[src/rtl/escape_sequence_decoder_unit_defines.svh]
// Assertion macros shared by the decoder modules.
`ifndef ESCAPE_SEQUENCE_DECODER_UNIT_DEFINES_SVH
`define ESCAPE_SEQUENCE_DECODER_UNIT_DEFINES_SVH

`ifndef SYNTHESIS
`define ESD_ASSERT_IMPL(label, clk, rstn, ante, cons) \
    label: assert property (@(posedge clk) disable iff (!(rstn)) (ante) |-> (cons)) \
        else $error("assertion failed");
`define ESD_ASSERT_NEXT(label, clk, rstn, ante, cons) \
    label: assert property (@(posedge clk) disable iff (!(rstn)) (ante) |=> (cons)) \
        else $error("assertion failed");
`else
`define ESD_ASSERT_IMPL(label, clk, rstn, ante, cons)
`define ESD_ASSERT_NEXT(label, clk, rstn, ante, cons)
`endif

`endif

[src/rtl/esd_pkg.sv]
package esd_pkg;

    localparam int unsigned FIFO_DEPTH_DEF = 4;

    localparam logic [1:0] REG_OUTPUT_HEX     = 2'd0;
    localparam logic [1:0] REG_INSERT_SPACE   = 2'd1;
    localparam logic [1:0] REG_DECODE_ESCAPES = 2'd2;

    localparam logic [7:0] CH_BACKSLASH = 8'h5C;
    localparam logic [7:0] CH_X         = 8'h78;
    localparam logic [7:0] CH_ZERO      = 8'h30;
    localparam logic [7:0] CH_SEVEN     = 8'h37;
    localparam logic [7:0] CH_NINE      = 8'h39;
    localparam logic [7:0] CH_UP_A      = 8'h41;
    localparam logic [7:0] CH_UP_F      = 8'h46;
    localparam logic [7:0] CH_LO_A      = 8'h61;
    localparam logic [7:0] CH_LO_F      = 8'h66;
    localparam logic [7:0] CH_SPACE     = 8'h20;
    localparam logic [3:0] NIB_TEN      = 4'h0a;
    localparam logic [3:0] NIB_HEX_ADJ  = 4'd9;

    typedef enum logic [5:0] {
        PH_IDLE = 6'b000001,
        PH_BS   = 6'b000010,
        PH_X    = 6'b000100,
        PH_H1   = 6'b001000,
        PH_O1   = 6'b010000,
        PH_O2   = 6'b100000
    } esd_phase_t;

    typedef struct packed {
        logic output_hex;
        logic insert_space;
        logic decode_escapes;
    } esd_cfg_t;

    typedef struct packed {
        logic [7:0] b1;
        logic [7:0] b0;
        logic [1:0] nbytes;
        logic       last;
    } esd_entry_t;

    // {valid, digit value}
    function automatic logic [4:0] hex_digit(input logic [7:0] c);
        logic [4:0] r;
        r = '0;
        if (c >= CH_ZERO && c <= CH_NINE) begin
            r = {1'b1, c[3:0]};
        end else if ((c >= CH_UP_A && c <= CH_UP_F) || (c >= CH_LO_A && c <= CH_LO_F)) begin
            r = {1'b1, 4'(c[3:0] + NIB_HEX_ADJ)};
        end
        return r;
    endfunction

    // {valid, byte}
    function automatic logic [8:0] named_escape(input logic [7:0] c);
        logic [8:0] r;
        r = '0;
        case (c)
            8'h61: r = {1'b1, 8'h07};
            8'h62: r = {1'b1, 8'h08};
            8'h66: r = {1'b1, 8'h0c};
            8'h6e: r = {1'b1, 8'h0a};
            8'h72: r = {1'b1, 8'h0d};
            8'h74: r = {1'b1, 8'h09};
            8'h76: r = {1'b1, 8'h0b};
            8'h5c: r = {1'b1, 8'h5c};
            8'h27: r = {1'b1, 8'h27};
            8'h22: r = {1'b1, 8'h22};
            8'h3f: r = {1'b1, 8'h3f};
            8'h00: r = {1'b1, 8'h00};
            default: r = '0;
        endcase
        return r;
    endfunction

    function automatic logic [7:0] hex_char(input logic [3:0] nib);
        logic [7:0] r;
        if (nib < NIB_TEN) begin
            r = CH_ZERO + {4'd0, nib};
        end else begin
            r = CH_UP_A + {4'd0, 4'(nib - NIB_TEN)};
        end
        return r;
    endfunction

endpackage

[src/rtl/escape_sequence_decoder_unit.sv]
// Streaming C escape decoder. Each input word carries one source byte; the front
// decodes escapes and queues up to two decoded bytes per word, and the back turns
// each decoded byte into one output word (raw), two (hex) or three (hex with space).
// An input word is taken every cycle while the queue has room; the single output
// register emits one character per cycle while the sink is ready and an entry is
// queued, so the output words that each input word yields bound the input rate.
// Configure only while idle.
module escape_sequence_decoder_unit import esd_pkg::*; #(
    parameter int unsigned FIFO_DEPTH = FIFO_DEPTH_DEF
) (
    input  logic        aclk,
    input  logic        aresetn,
    input  logic        s_tvalid,
    output logic        s_tready,
    input  logic [7:0]  s_tdata,    // [7:0] in_byte
    input  logic        s_tlast,    // in_last
    output logic        m_tvalid,
    input  logic        m_tready,
    output logic [15:0] m_tdata,    // [7:0] out_byte, [8] run_last, [15:9] zero
    output logic        m_tuser,    // byte_valid
    output logic        m_tlast,    // string_end
    input  logic        psel,
    input  logic        penable,
    input  logic        pwrite,
    input  logic [3:0]  paddr,
    input  logic [31:0] pwdata,
    output logic [31:0] prdata,
    output logic        pready
);

    esd_cfg_t   cfg_reg;
    logic       cfg_wr;
    logic       push, pop, full, empty;
    esd_entry_t push_entry, head;

    assign pready = 1'b1;
    assign cfg_wr = psel && penable && pwrite && pready;

    always_ff @(posedge aclk) begin
        if (!aresetn) begin
            cfg_reg.output_hex     <= 1'b0;
            cfg_reg.insert_space   <= 1'b0;
            cfg_reg.decode_escapes <= 1'b1;
        end else if (cfg_wr) begin
            unique case (paddr[3:2])
                REG_OUTPUT_HEX:     cfg_reg.output_hex     <= pwdata[0];
                REG_INSERT_SPACE:   cfg_reg.insert_space   <= pwdata[0];
                REG_DECODE_ESCAPES: cfg_reg.decode_escapes <= pwdata[0];
                default: ;
            endcase
        end
    end

    always_comb begin
        unique case (paddr[3:2])
            REG_OUTPUT_HEX:     prdata = {31'd0, cfg_reg.output_hex};
            REG_INSERT_SPACE:   prdata = {31'd0, cfg_reg.insert_space};
            REG_DECODE_ESCAPES: prdata = {31'd0, cfg_reg.decode_escapes};
            default:            prdata = 32'd0;
        endcase
    end

    esd_front u_front (
        .aclk           (aclk),
        .aresetn        (aresetn),
        .decode_escapes (cfg_reg.decode_escapes),
        .s_tvalid       (s_tvalid),
        .s_tready       (s_tready),
        .s_tdata        (s_tdata),
        .s_tlast        (s_tlast),
        .fifo_full      (full),
        .push           (push),
        .push_entry     (push_entry)
    );

    esd_fifo #(
        .DEPTH (FIFO_DEPTH)
    ) u_fifo (
        .aclk       (aclk),
        .aresetn    (aresetn),
        .push       (push),
        .push_entry (push_entry),
        .pop        (pop),
        .head       (head),
        .full       (full),
        .empty      (empty)
    );

    esd_back u_back (
        .aclk     (aclk),
        .aresetn  (aresetn),
        .cfg      (cfg_reg),
        .head     (head),
        .empty    (empty),
        .pop      (pop),
        .m_tvalid (m_tvalid),
        .m_tready (m_tready),
        .m_tdata  (m_tdata),
        .m_tuser  (m_tuser),
        .m_tlast  (m_tlast)
    );

endmodule

[src/rtl/esd_front.sv]
`include "escape_sequence_decoder_unit_defines.svh"

module esd_front import esd_pkg::*; (
    input  logic       aclk,
    input  logic       aresetn,
    input  logic       decode_escapes,
    input  logic       s_tvalid,
    output logic       s_tready,
    input  logic [7:0] s_tdata,     // [7:0] in_byte
    input  logic       s_tlast,     // in_last
    input  logic       fifo_full,
    output logic       push,
    output esd_entry_t push_entry
);

    esd_phase_t phase_reg, phase_next;
    logic [7:0] value_reg, value_next;

    logic       accept;
    logic       a_v, c_v, l_v;
    logic [7:0] a_b, c_b, l_b, c;
    logic [4:0] hd;
    logic [8:0] ne;
    logic       is_oct;

    assign c      = s_tdata;
    assign hd     = hex_digit(c);
    assign ne     = named_escape(c);
    assign is_oct = (c >= CH_ZERO) && (c <= CH_SEVEN);

    assign s_tready = !fifo_full;
    assign accept   = s_tvalid && s_tready;

    always_comb begin
        phase_next = phase_reg;
        value_next = value_reg;
        a_v = 1'b0;
        a_b = value_reg;
        c_v = 1'b0;
        c_b = c;
        l_v = 1'b0;
        l_b = 8'd0;
        if (!decode_escapes) begin
            a_v = (phase_reg == PH_X) || (phase_reg == PH_H1) ||
                  (phase_reg == PH_O1) || (phase_reg == PH_O2);
            a_b = (phase_reg == PH_X) ? CH_X : value_reg;
            phase_next = PH_IDLE;
            value_next = 8'd0;
            c_v = 1'b1;
        end else begin
            unique case (phase_reg) inside
                PH_BS: begin
                    if (ne[8]) begin
                        c_v = 1'b1;
                        c_b = ne[7:0];
                        phase_next = PH_IDLE;
                    end else if (c == CH_X) begin
                        phase_next = PH_X;
                    end else if (is_oct) begin
                        value_next = {5'd0, c[2:0]};
                        phase_next = PH_O1;
                    end else begin
                        phase_next = PH_IDLE;
                        c_v = 1'b1;
                    end
                end
                PH_X, PH_H1: begin
                    if (hd[4] && phase_reg == PH_X) begin
                        value_next = {4'd0, hd[3:0]};
                        phase_next = PH_H1;
                    end else if (hd[4]) begin
                        c_v = 1'b1;
                        c_b = {value_reg[3:0], hd[3:0]};
                        phase_next = PH_IDLE;
                        value_next = 8'd0;
                    end else begin
                        a_v = 1'b1;
                        a_b = (phase_reg == PH_X) ? CH_X : value_reg;
                        value_next = 8'd0;
                        if (c == CH_BACKSLASH) begin
                            phase_next = PH_BS;
                        end else begin
                            phase_next = PH_IDLE;
                            c_v = 1'b1;
                        end
                    end
                end
                PH_O1, PH_O2: begin
                    if (is_oct && phase_reg == PH_O1) begin
                        value_next = {value_reg[4:0], c[2:0]};
                        phase_next = PH_O2;
                    end else if (is_oct) begin
                        c_v = 1'b1;
                        c_b = {value_reg[4:0], c[2:0]};
                        phase_next = PH_IDLE;
                        value_next = 8'd0;
                    end else begin
                        a_v = 1'b1;
                        a_b = value_reg;
                        value_next = 8'd0;
                        if (c == CH_BACKSLASH) begin
                            phase_next = PH_BS;
                        end else begin
                            phase_next = PH_IDLE;
                            c_v = 1'b1;
                        end
                    end
                end
                default: begin
                    if (c == CH_BACKSLASH) begin
                        phase_next = PH_BS;
                    end else begin
                        phase_next = PH_IDLE;
                        c_v = 1'b1;
                    end
                end
            endcase
        end
        if (s_tlast) begin
            l_v = (phase_next == PH_X) || (phase_next == PH_H1) ||
                  (phase_next == PH_O1) || (phase_next == PH_O2);
            l_b = (phase_next == PH_X) ? CH_X : value_next;
            phase_next = PH_IDLE;
            value_next = 8'd0;
        end
    end

    always_comb begin
        push_entry.last   = s_tlast;
        push_entry.nbytes = 2'({1'b0, a_v} + {1'b0, c_v} + {1'b0, l_v});
        push_entry.b0     = a_v ? a_b : (c_v ? c_b : l_b);
        push_entry.b1     = (a_v && c_v) ? c_b : l_b;
    end

    assign push = accept && ((push_entry.nbytes != 2'd0) || s_tlast);

    always_ff @(posedge aclk) begin
        if (!aresetn) begin
            phase_reg <= PH_IDLE;
            value_reg <= 8'd0;
        end else if (accept) begin
            phase_reg <= phase_next;
            value_reg <= value_next;
        end
    end

    `ESD_ASSERT_NEXT(a_last_closes, aclk, aresetn, accept && s_tlast, phase_reg == PH_IDLE)
    `ESD_ASSERT_IMPL(a_hex_value_narrow, aclk, aresetn, phase_reg == PH_H1, value_reg[7:4] == 4'd0)

endmodule

[src/rtl/esd_fifo.sv]
`include "escape_sequence_decoder_unit_defines.svh"

module esd_fifo import esd_pkg::*; #(
    parameter int unsigned DEPTH = FIFO_DEPTH_DEF
) (
    input  logic       aclk,
    input  logic       aresetn,
    input  logic       push,
    input  esd_entry_t push_entry,
    input  logic       pop,
    output esd_entry_t head,
    output logic       full,
    output logic       empty
);

    localparam int unsigned PTR_W = $clog2(DEPTH);
    localparam int unsigned CNT_W = $clog2(DEPTH + 1);

    esd_entry_t         mem_reg [DEPTH];
    logic [PTR_W-1:0]   wptr_reg, wptr_next;
    logic [PTR_W-1:0]   rptr_reg, rptr_next;
    logic [CNT_W-1:0]   count_reg, count_next;

    assign full  = (count_reg == CNT_W'(DEPTH));
    assign empty = (count_reg == '0);
    assign head  = mem_reg[rptr_reg];

    always_comb begin
        wptr_next  = wptr_reg;
        rptr_next  = rptr_reg;
        count_next = count_reg;
        if (push) begin
            wptr_next = (wptr_reg == PTR_W'(DEPTH - 1)) ? '0 : wptr_reg + 1'b1;
        end
        if (pop) begin
            rptr_next = (rptr_reg == PTR_W'(DEPTH - 1)) ? '0 : rptr_reg + 1'b1;
        end
        if (push && !pop) begin
            count_next = count_reg + 1'b1;
        end else if (pop && !push) begin
            count_next = count_reg - 1'b1;
        end
    end

    always_ff @(posedge aclk) begin
        if (!aresetn) begin
            wptr_reg  <= '0;
            rptr_reg  <= '0;
            count_reg <= '0;
        end else begin
            wptr_reg  <= wptr_next;
            rptr_reg  <= rptr_next;
            count_reg <= count_next;
        end
    end

    always_ff @(posedge aclk) begin
        if (push) begin
            mem_reg[wptr_reg] <= push_entry;
        end
    end

    `ESD_ASSERT_IMPL(a_no_overflow, aclk, aresetn, push, !full)
    `ESD_ASSERT_IMPL(a_no_underflow, aclk, aresetn, pop, !empty)

endmodule

[src/rtl/esd_back.sv]
`include "escape_sequence_decoder_unit_defines.svh"

module esd_back import esd_pkg::*; (
    input  logic        aclk,
    input  logic        aresetn,
    input  esd_cfg_t    cfg,
    input  esd_entry_t  head,
    input  logic        empty,
    output logic        pop,
    output logic        m_tvalid,
    input  logic        m_tready,
    output logic [15:0] m_tdata,    // [7:0] out_byte, [8] run_last, [15:9] zero
    output logic        m_tuser,    // byte_valid
    output logic        m_tlast     // string_end
);

    logic       busy_reg, busy_next;
    esd_entry_t ent_reg;
    logic       bsel_reg;
    logic [1:0] sub_reg;
    logic       m_valid_reg, m_valid_next;
    logic [7:0] obyte_reg;
    logic       bvalid_reg, rlast_reg, send_reg;

    logic       load, sub_final, final_char, cur_valid;
    logic [7:0] cur_byte, cur_char;

    assign cur_byte   = bsel_reg ? ent_reg.b1 : ent_reg.b0;
    assign sub_final  = !cfg.output_hex || (sub_reg == 2'd1 && !cfg.insert_space) ||
                        (sub_reg == 2'd2);
    assign final_char = (ent_reg.nbytes == 2'd0) ||
                        (sub_final && (bsel_reg || ent_reg.nbytes != 2'd2));
    assign load       = busy_reg && (!m_valid_reg || m_tready);
    assign pop        = !empty && (!busy_reg || (load && final_char));

    always_comb begin
        cur_valid = 1'b1;
        if (ent_reg.nbytes == 2'd0) begin
            cur_char  = 8'd0;
            cur_valid = 1'b0;
        end else if (!cfg.output_hex) begin
            cur_char = cur_byte;
        end else begin
            case (sub_reg)
                2'd0:    cur_char = hex_char(cur_byte[7:4]);
                2'd1:    cur_char = hex_char(cur_byte[3:0]);
                default: cur_char = CH_SPACE;
            endcase
        end
    end

    always_comb begin
        busy_next = busy_reg;
        if (pop) begin
            busy_next = 1'b1;
        end else if (load && final_char) begin
            busy_next = 1'b0;
        end
        m_valid_next = m_valid_reg;
        if (load) begin
            m_valid_next = 1'b1;
        end else if (m_tready) begin
            m_valid_next = 1'b0;
        end
    end

    always_ff @(posedge aclk) begin
        if (!aresetn) begin
            busy_reg    <= 1'b0;
            m_valid_reg <= 1'b0;
        end else begin
            busy_reg    <= busy_next;
            m_valid_reg <= m_valid_next;
        end
    end

    always_ff @(posedge aclk) begin
        if (pop) begin
            ent_reg  <= head;
            bsel_reg <= 1'b0;
            sub_reg  <= 2'd0;
        end else if (load) begin
            if (sub_final) begin
                sub_reg  <= 2'd0;
                bsel_reg <= 1'b1;
            end else begin
                sub_reg <= sub_reg + 2'd1;
            end
        end
        if (load) begin
            obyte_reg  <= cur_char;
            bvalid_reg <= cur_valid;
            rlast_reg  <= final_char;
            send_reg   <= final_char && ent_reg.last;
        end
    end

    assign m_tvalid = m_valid_reg;
    assign m_tdata  = {7'd0, rlast_reg, obyte_reg};
    assign m_tuser  = bvalid_reg;
    assign m_tlast  = send_reg;

    `ESD_ASSERT_IMPL(a_end_is_run_last, aclk, aresetn, m_valid_reg && send_reg, rlast_reg)
    `ESD_ASSERT_IMPL(a_empty_entry_is_last, aclk, aresetn,
                     busy_reg && ent_reg.nbytes == 2'd0, ent_reg.last)

endmodule
[config.mk]
export PLATFORM = sky130hd
export DESIGN_NAME = escape_sequence_decoder_unit
export DESIGN_NICKNAME = d
export VERILOG_FILES = /design/src/rtl/esd_pkg.sv /design/src/rtl/escape_sequence_decoder_unit.sv /design/src/rtl/esd_front.sv /design/src/rtl/esd_fifo.sv /design/src/rtl/esd_back.sv
export VERILOG_INCLUDE_DIRS = /design/src /design/src/rtl
export SDC_FILE = /design/constraint.sdc
export NUM_CORES = 1
export LEC_CHECK = 0
export BUFFER_PORTS_ARGS = -buffer_cell sky130_fd_sc_hd__clkbuf_2
export CORE_MARGIN = 2
export CORE_UTILIZATION = 55
export CTS_CLUSTER_DIAMETER = 30
export DETAILED_ROUTE_END_ITERATION = 8
export GPL_ROUTABILITY_DRIVEN = 0
export PLACE_DENSITY = 0.86
export SLEW_MARGIN = 20
export SYNTH_ARGS = -nofsm -noshare
export SYNTH_HDL_FRONTEND = slang
export SYNTH_SLANG_ARGS = --single-unit
[constraint.sdc]
create_clock -name aclk -period 4.9 [get_ports aclk]
set_input_delay 0.735 -clock aclk [delete_from_list [all_inputs] [get_ports aclk]]
set_output_delay 0.735 -clock aclk [all_outputs]
set_load 0.02 [all_outputs]
==> key figures, run 1 <==
Yosys
  – Post-synthesis area per instance: approximately 11 µm²
  – Fraction of registers with async set/reset: 0%
  – Synthesized netlist cell count: ~650
  – Combinational family with the most area after synthesis: simple AND/OR/NAND/NOR gates
  – Unique masters post-synth: 80
  – Number of enable flip-flop cells after synthesis: between 100 and 150
  – Synthesized-area fraction occupied by ao, oa, aoi and oai cells: about 15%
  – Yosys warning total: 0
  – Post-synthesis share of cell area spent on xor and xnor gates: 1.06%
  – Synth Register Bits: roughly 140
  – Post-synthesis sequential area ratio: 50.6%
  – Post-synth design cell area: between 7000 and 8000 µm²
  – Most instantiated flip-flop cell in the synthesis netlist: edfxtp_1
  – Proportion of synthesized area in mux cells: 7.93%
  – Post-synthesis share of cell area spent on full adders, half adders and majority gates: around 4%
  – Area share of and/or/nand/nor cells after synthesis: between 10% and 20%

STA
  – Period utilisation layout: 89.4%
  – Max-slew violation count: 0
  – Unrepaired setup endpoints after global routing: false
  – Final-report hold violation count: 0
  – Hold Slack: roughly 0.53 ns
  – Worst rel slew slack: 32.4%
  – Final Skew: approximately 0.0073 ns
  – Transition at the pin with the smallest max-transition slack: between 1 and 1.5 ns
  – Summed negative setup slack over all endpoints: 0 ns
  – Fmax achieved: approximately 230 MHz
  – Final Worst Setup Slack: ~0.52 ns
  – Clock period minus worst slack: approximately 4.4 ns
  – Final setup fails: 0

Cells and area
  – Fin cells: around 880
  – Number of flip-flops under the largest register name: 76
  – Nets@finish: 762
  – Filler Cells Inserted: 985
  – Syn-to-layout area delta: 11.4%
  – Final antenna diode count: 0
  – Layout Cell Area excl Fill: between 8000 and 9000 µm²
  – Layout cells sized above 1: ~18%

Clock network
  – CTS root buf: clkbuf_16
  – CTS max path bufs: 2
  – # Post-CTS Setup Buffers: 0
  – Number of buffers added by the clock tree synthesis step: 17
  – Count of hold-fix buffers inserted at cts: 0
  – Maximum level of the CTS H-tree: 4
  – Post-cts gate resize count: 0
  – CTS tree: done
  – Clk Latency, worst-skew pair: about 0.42 ns
  – Clock tree sinks: around 140
  – Clock slew at the register clock pins of the worst setup and hold paths: ~0.060 ns

Setup path
  – Worst R2R Start: u_front.phase_reg[5]$_SDFFE_PN0P_
  – R2r setup slk: approximately 0.65 ns
  – Data required time at the worst endpoint: 5.24 ns
  – Largest fanout on the critical path: 5
  – Depth of the worst register-to-register path: 15
  – Class of the most critical setup path: in2reg
  – Crit path arrival time: between 4 and 5 ns
  – Category of the worst setup path capture point: flop
  – R2R Path End: u_fifo.count_reg[2]$_SDFFE_PN0P_
  – Worst Setup Start Kind: input port

Routing
  – Starting DRC count in detailed routing: around 630
  – Wire length per cell: approximately 19 µm
  – Avg Vias per Cell: 6.36
  – Drt drc: 0
  – Total length of routed wires: between 15000 and 20000 µm
  – Count of TritonRoute iterations in the first routing pass: 6
  – Via count: about 5600
  – Number of routed nets with antenna violations: 0

Placement
  – Half-perimeter wire length of the detailed placement result: between 10000 and 15000 µm
  – Post-detailed-placement cell area: ~7700 µm²
  – Buffers on Ports: 32
  – Setup Slack @ Placement: roughly 0.28 ns
  – Cell count after placement: approximately 850

Floorplanning
  – Die width: about 120 µm
  – Area inside the core boundary: 13200 µm²
  – Die area: between 10000 and 15000 µm²
  – I/O pin count: approximately 110
  – Initial standard-cell utilization of the core: a little under three fifths
  – Vert. Die Dim: around 120 µm
  – Number of cell rows: 42

Power
  – Leakage power figure: a little under 3 nW
  – PD cells: 474 nW/µm²
  – Max VDD drop: between 0.0002 and 0.0003 V

Global routing
  – Overflow after GRT: 0
  – GRT Overall Usage: between 20% and 30%
  – Largest net degree at the start of global routing: 27
  – Via count of the first global-routing pass: between 5000 and 6000
  – Wire length of the first global-routing pass: about 27000 µm
  – Antenna violations before repair: 0

Min path
  – Endpoint, Worst Hold: u_back.m_tvalid$_SDFFE_PN0P_
  – Worst hold path cell count: 1
  – Source of the worst hold timing path: u_back.busy_reg$_SDFFE_PN0P_
  – Worst min path class: reg2reg

Outcome
  – Status: completed

Flow run
  – Max-cap violation count: 0
-- stage by stage --
step | util [%] | power, W
floorplan | - | 0.00242
global placement | 58.1 | 0.00259
detailed placement | 58.1 | 0.00266
CTS | 62.5 | 0.00393
global route | 62.5 | 0.00410
finish | 62.5 | 0.00392
-- synthesized netlist by cell type (20+ instances only) --
cell      number  area (µm²)
nand2_1       42         158
inv_1         20        75.1
nor3_1        23         115
nor2_1        36         135
edfxtp_1     106        3180
ha_1          20         250
o21ai_0       22         110
clkbuf_1      24        90.1
buf_4         40         300
a21oi_1       26         130
nor2b_1       20         125
dfxtp_1       29         581
-- layout make-up --
type,instances,area (µm²),area share [%]
Timing Repair Buffer,56,340,4.11
Tap cell,176,220,2.66
Clock buffer,18,429,5.18
Clock inverter,14,159,1.92
Inverter,22,87.6,1.06
Sequential cell,135,3760,45.5
Multi-Input combinational cell,456,3280,39.6
-- placed cells by master (no fill, tap or decap), types with 5 or more instances in the layout --
cell type  netlist  routed
o21ai_0         22      22
ha_1            20      20
nand3b_1         6       6
and3_1           9       9
a221oi_1         5       5
nor2b_1         20      20
edfxtp_1       106     106
inv_1           20      20
nand2_1         42      42
dfxtp_1         29      29
a211oi_1        11      11
clkbuf_16        0      17
o21a_1           6       6
nor4_1           5       5
mux2i_1         15      15
a21oi_1         26      26
conb_1           2      39
clkbuf_2         0      32
o211ai_1         7       7
or3_1            5       5
nand3_1         16      16
or2_2            5       5
xnor2_1          5       5
o22ai_1          6       6
and2_1          13      13
a21boi_0         5       5
nor2_1          36      36
mux4_2          19      19
a22oi_1         13      13
buf_4           40      24
nor3_1          23      23
-- power breakdown --
part           switching [W]  leakage (nW)  internal (W)  total (W)
sequential          0.000109          1.22       0.00150    0.00161
combinational       0.000601          1.47      0.000456    0.00106
clock               0.000467         0.284      0.000792    0.00126
total                0.00118          2.97       0.00275    0.00392
-- cell families (layout without fill, tap and decap cells) --
kind of cell,count (synthesis),after routing
fa+ha+maj,22,22
other cells,2,39
mux,35,35
buf+inv,93,110
flops,135,135
xor+xnor,9,9
compound gates,148,148
simple gates,203,203
-- metal layers --
layer	vias to the layer above	share of wire, %	GRT usage [%]	wire (µm)
met2	385	49	41.2	8320
li1	2468	-	-	-
met4	0	4.0	12.2	679
met1	2632	39	28.5	6550
met5	-	0	0	0
met3	89	8.1	5.61	1380
-- worst max-delay path: stages --
cell      delay, ns
clkbuf_2       0.08
or3b_1         0.46
or4_4          0.56
a21oi_1        0.36
nand2_1        0.14
a41oi_1        0.37
fa_1           0.37
nor3_1         0.08
nor2_1         0.17
ha_1           0.23
inv_1          0.09
fa_1           0.43
xor2_1         0.17
or3_1          0.30
a21boi_0       0.17
-- worst max path at each step --
stage                                      start                                to  slack [ns]  cells past startpoint
2_1_floorplan                         s_tdata[7]  u_fifo.count_reg[2]$_SDFFE_PN0P_        0.34                     17
3_3_place_gp                          s_tdata[3]  u_fifo.count_reg[2]$_SDFFE_PN0P_        0.36                     16
3_5_place_dp                          s_tdata[3]  u_fifo.count_reg[2]$_SDFFE_PN0P_        0.28                     16
4_1_cts                               s_tdata[3]  u_fifo.count_reg[2]$_SDFFE_PN0P_        0.66                     15
5_1_grt        u_front.phase_reg[5]$_SDFFE_PN0P_  u_fifo.count_reg[2]$_SDFFE_PN0P_        0.32                     15
6_report                              s_tdata[3]  u_fifo.count_reg[2]$_SDFFE_PN0P_        0.52                     15
No activity file was read; power rests on OpenSTA's default activity.
==> inputs of run 2 (changes only) <==
- BUFFER_PORTS_ARGS: -buffer_cell sky130_fd_sc_hd__clkbuf_2 -> not set
- CORE_UTILIZATION: 55 -> 35
- DONT_BUFFER_PORTS: not set -> 1
- PLACE_DENSITY: 0.86 -> 0.58
- SYNTH_HIERARCHICAL: not set -> 1
==> key figures, run 2 <==
Yosys
  – Ranking of synthesized cells by area: edfxtp_1, dfxtp_1, buf_4 (was edfxtp_1, dfxtp_1, mux4_2)
  – Yosys warning total: 6 (was 0)
  – Synthesized-area fraction occupied by ao, oa, aoi and oai cells: 15.4% (was 14.6%)
  – Combinational family with the most area after synthesis: compound AO/OA/AOI/OAI gates (was simple AND/OR/NAND/NOR gates)
  – Synthesized netlist cell count: 633 (was 647)
  – Post-synthesis share of cell area spent on xor and xnor gates: 0.925% (was 1.06%)
  – Post-synthesis area per instance: 12.0 µm² (was 11.5 µm²)
  – Library cell occupying the most area in the post-synthesis netlist: edfxtp_1 (unchanged)
  – Synth Register Bits: 137 (was 135)
  – Commonest cells in the netlist: edfxtp_1, buf_4, nand2_1 (was edfxtp_1, nand2_1, buf_4)
  – Proportion of synthesized area in mux cells: 8.32% (was 7.93%)
  – Post-synth design cell area: 7580 µm² (was 7430 µm²)
  – Post-synthesis sequential area ratio: 50.2% (was 50.6%)
  – Top-area cell type share of the netlist area: 42.0% (was 42.8%)
  – Unique masters post-synth: 87 (was 80)
  – Area share of and/or/nand/nor cells after synthesis: 14.1% (was 14.7%)
  – Post-synthesis share of cell area spent on full adders, half adders and majority gates: 3.67% (was 3.90%)
  – Cell with the most instances after synthesis: edfxtp_1 (unchanged)
  – Most instantiated flip-flop cell in the synthesis netlist: edfxtp_1 (unchanged)
  – Number of enable flip-flop cells after synthesis: 106 (unchanged)
  – Fraction of registers with async set/reset: 0% (unchanged)

Clock network
  – CTS tree: done (unchanged)
  – Maximum level of the CTS H-tree: 4 (unchanged)
  – CTS root buf: clkbuf_16 (unchanged)
  – Clock slew at the register clock pins of the worst setup and hold paths: 0.06 ns (about the same)
  – Clk Latency, worst-skew pair: 0.42 ns (about the same)
  – Clock tree sinks: 137 (was 135)
  – CTS max path bufs: 2 (unchanged)
  – Count of hold-fix buffers inserted at cts: 0 (unchanged)
  – # Post-CTS Setup Buffers: 0 (unchanged)
  – Number of buffers added by the clock tree synthesis step: 17 (unchanged)
  – Post-cts gate resize count: 0 (unchanged)

STA
  – Fmax achieved: 232 MHz (was 228 MHz)
  – Period utilisation layout: 88.0% (was 89.4%)
  – Max-slew violation count: 0 (unchanged)
  – Final-report hold violation count: 0 (unchanged)
  – Transition at the pin with the smallest max-transition slack: 0.927 ns (was 1.01 ns)
  – Hold Slack: 0.391 ns (was 0.528 ns)
  – Summed negative setup slack over all endpoints: 0 ns (unchanged)
  – Final Worst Setup Slack: 0.587 ns (was 0.521 ns)
  – Unrepaired setup endpoints after global routing: false (unchanged)
  – Final Skew: 0.00680 ns (was 0.00731 ns)
  – Final setup fails: 0 (unchanged)
  – Worst rel slew slack: 38.1% (was 32.4%)
  – Clock period minus worst slack: 4.31 ns (was 4.38 ns)

Floorplanning
  – Initial standard-cell utilization of the core: 35.8% (was 56.1%)
  – Area inside the core boundary: 21200 µm² (was 13200 µm²)
  – Die area: 22800 µm² (was 14500 µm²)
  – Vert. Die Dim: 151 µm (was 120 µm)
  – Number of cell rows: 53 (was 42)
  – I/O pin count: 105 (unchanged)
  – Die width: 151 µm (was 120 µm)

Cells and area
  – Commonest non-fill, non-tap cells in the layout: edfxtp_1, conb_1, nand2_1 (was edfxtp_1, nand2_1, conb_1)
  – Filler Cells Inserted: 1991 (was 985)
  – Register area: 3800 µm² (was 3760 µm²)
  – Nets@finish: 707 (was 762)
  – Leading cell type in the layout, fill and taps excluded: edfxtp_1 (unchanged)
  – Fin util: 39.1% (was 62.5%)
  – Number of flip-flops under the largest register name: 76 (unchanged)
  – Final antenna diode count: 0 (unchanged)
  – Syn-to-layout area delta: 9.31% (was 11.4%)
  – Layout cells sized above 1: 13.4% (was 17.5%)
  – Area taken by multi-input logic gates: 3370 µm² (was 3280 µm²)

Min path
  – Worst min path class: in2reg (was reg2reg)
  – Source of the worst hold timing path: aresetn (was u_back.busy_reg$_SDFFE_PN0P_)

Global routing
  – Layer with the highest usage: met2 (unchanged)
  – Routing usage on met2: 25.4% (was 41.2%)
  – GRT Overall Usage: 14.7% (was 24.1%)
  – Antenna violations before repair: 0 (unchanged)
  – Overflow after GRT: 0 (unchanged)
  – Largest net degree at the start of global routing: 28 (was 27)
  – Global Route met3 Usage: 3.73% (was 5.61%)
  – Met1 layer usage reported by global route: 18.3% (was 28.5%)
  – Via count of the first global-routing pass: 4877 (was 5296)
  – Wire length of the first global-routing pass: 25800 µm (was 27000 µm)

Setup path
  – Worst setup path start: s_tdata[0] (was s_tdata[3])
  – Worst Setup Start Kind: input port (unchanged)
  – Data required time at the worst endpoint: 5.25 ns (was 5.24 ns)
  – Crit path arrival time: 4.66 ns (was 4.72 ns)
  – Cell at the slowest stage of the critical path: fa_1 (was or4_4)
  – Chain of cells forming the critical path: inv_1 -> ha_1 -> nor3b_1 -> nor4_2 -> a21oi_1 -> a21oi_1 -> and2b_1 -> inv_2 -> fa_1 -> nor3_1 -> nor2_1 -> ha_1 -> inv_1 -> fa_1 -> xor2_1 -> or3_1 -> a21boi_0 (was clkbuf_2 -> or3b_1 -> or4_4 -> a21oi_1 -> nand2_1 -> a41oi_1 -> fa_1 -> nor3_1 -> nor2_1 -> ha_1 -> inv_1 -> fa_1 -> xor2_1 -> or3_1 -> a21boi_0)
  – Class of the most critical setup path: in2reg (unchanged)
  – Delay of the slowest cell on the worst path: 0.57 ns (was 0.56 ns)
  – Largest fanout on the critical path: 10 (was 5)
  – Category of the worst setup path capture point: flop (unchanged)
  – Worst R2R Start: u_front/phase_reg[2]$_SDFFE_PN0P_ (was u_front.phase_reg[5]$_SDFFE_PN0P_)

Routing
  – Drt drc: 0 (unchanged)
  – Avg Vias per Cell: 5.58 (was 6.36)
  – Number of routed nets with antenna violations: 0 (unchanged)
  – Via count: 5148 (was 5574)
  – Starting DRC count in detailed routing: 396 (was 634)
  – Count of TritonRoute iterations in the first routing pass: 6 (unchanged)
  – Total length of routed wires: 16300 µm (was 16900 µm)
  – Wire length per cell: 17.7 µm (was 19.3 µm)

Flow run
  – Max-cap violation count: 0 (unchanged)

Power
  – Max VDD drop: 0.000236 V (was 0.000289 V)
  – Leakage power figure: 2.79 nW (was 2.97 nW)
  – Post-route total power: 0.00398 W (was 0.00392 W)
  – Fraction of power consumed by sequential logic: 42.4% (was 40.9%)
  – Total internal power: 0.00279 W (was 0.00275 W)
  – Net switching fraction of the power: 29.9% (was 30.0%)
  – PD cells: 481 nW/µm² (was 474 nW/µm²)
  – Switching power: 0.00119 W (was 0.00118 W)
  – Part of the total power dissipated in combinational logic: 25.1% (was 26.9%)
  – Part of the total power dissipated in the clock network: 32.5% (was 32.1%)

Outcome
  – Status: completed (unchanged)

Placement
  – Half-perimeter wire length of the detailed placement result: 11400 µm (about the same)
  – Buffers on Ports: 0 (was 32)
  – Setup Slack @ Placement: 0.228 ns (was 0.276 ns)
-- run 2: cell types whose count changed after synthesis, sizes merged, moves of 7 or more --
cell / delta
clkbuf: -19
buf: +14
a31oi: +8
nand2b: +8
a221o: +7
nor3: -7
-- run 2: critical path, delay by kind of cell --
family / cells / cell delay [ns]
adders and majority gates: 4 / 1.49
and+or+nand+nor: 6 / 1.36
AOI/OAI and AO/OA: 3 / 0.74
buffers and inverters: 3 / 0.18
xor gates and xnor gates: 1 / 0.16
-- run 2: stage by stage --
step	area [µm²]	cells
2_1_floorplan	7710	669
3_3_place_gp	7680	890
3_5_place_dp	7680	890
4_1_cts	8280	922
5_1_grt	8280	922
6_report	8280	922
-- run 2: final cells by class --
cell class	instances	area share, %
Clock buffer	19	5.23
Inverter	19	0.861
Timing Repair Buffer	12	1.09
Tap cell	275	4.15
Sequential cell	137	45.9
Clock inverter	13	2.04
Multi-Input combinational cell	447	40.7
-- run 2: worst paths after layout --
path / endpoint / slack [ns] / cells past startpoint
worst min register to register: u_back/sub_reg[1]$_SDFFE_PP0P_ / 0.48 / 2
worst min-delay path: u_front/phase_reg[0]$_SDFFE_PN1P_ / 0.39 / 1
worst max-delay path: u_fifo/count_reg[2]$_SDFFE_PN0P_ / 0.59 / 17
worst max register to register: u_fifo/count_reg[2]$_SDFFE_PN0P_ / 0.73 / 15
-- run 2: power by group through the flow --
stage	Sequential, W	Combinational [W]	Clock (W)
global placement	0.00171	0.000958	0
detailed placement	0.00172	0.000996	0
CTS	0.00170	0.00100	0.00132
floorplan	0.00165	0.000871	0
global route	0.00172	0.00110	0.00138
finish	0.00169	0.000998	0.00129
-- run 2: kinds of logic (layout without fill, tap and decap cells) --
group           after synthesis  in the layout
compound gates              157            157
xor+xnor                      8              8
fa+ha+maj                    21             21
buf+inv                      85             63
flops                       137            137
mux                          35             35
other cells                   3             39
simple gates                187            187
-- run 2: per-layer routing --
| metal | up-vias | wire, µm |
|---|---|---|
| li1 | 2373 | - |
| met1 | 2548 | 7010 |
| met2 | 201 | 8240 |
| met3 | 26 | 869 |
| met4 | 0 | 209 |
| met5 | - | 0 |
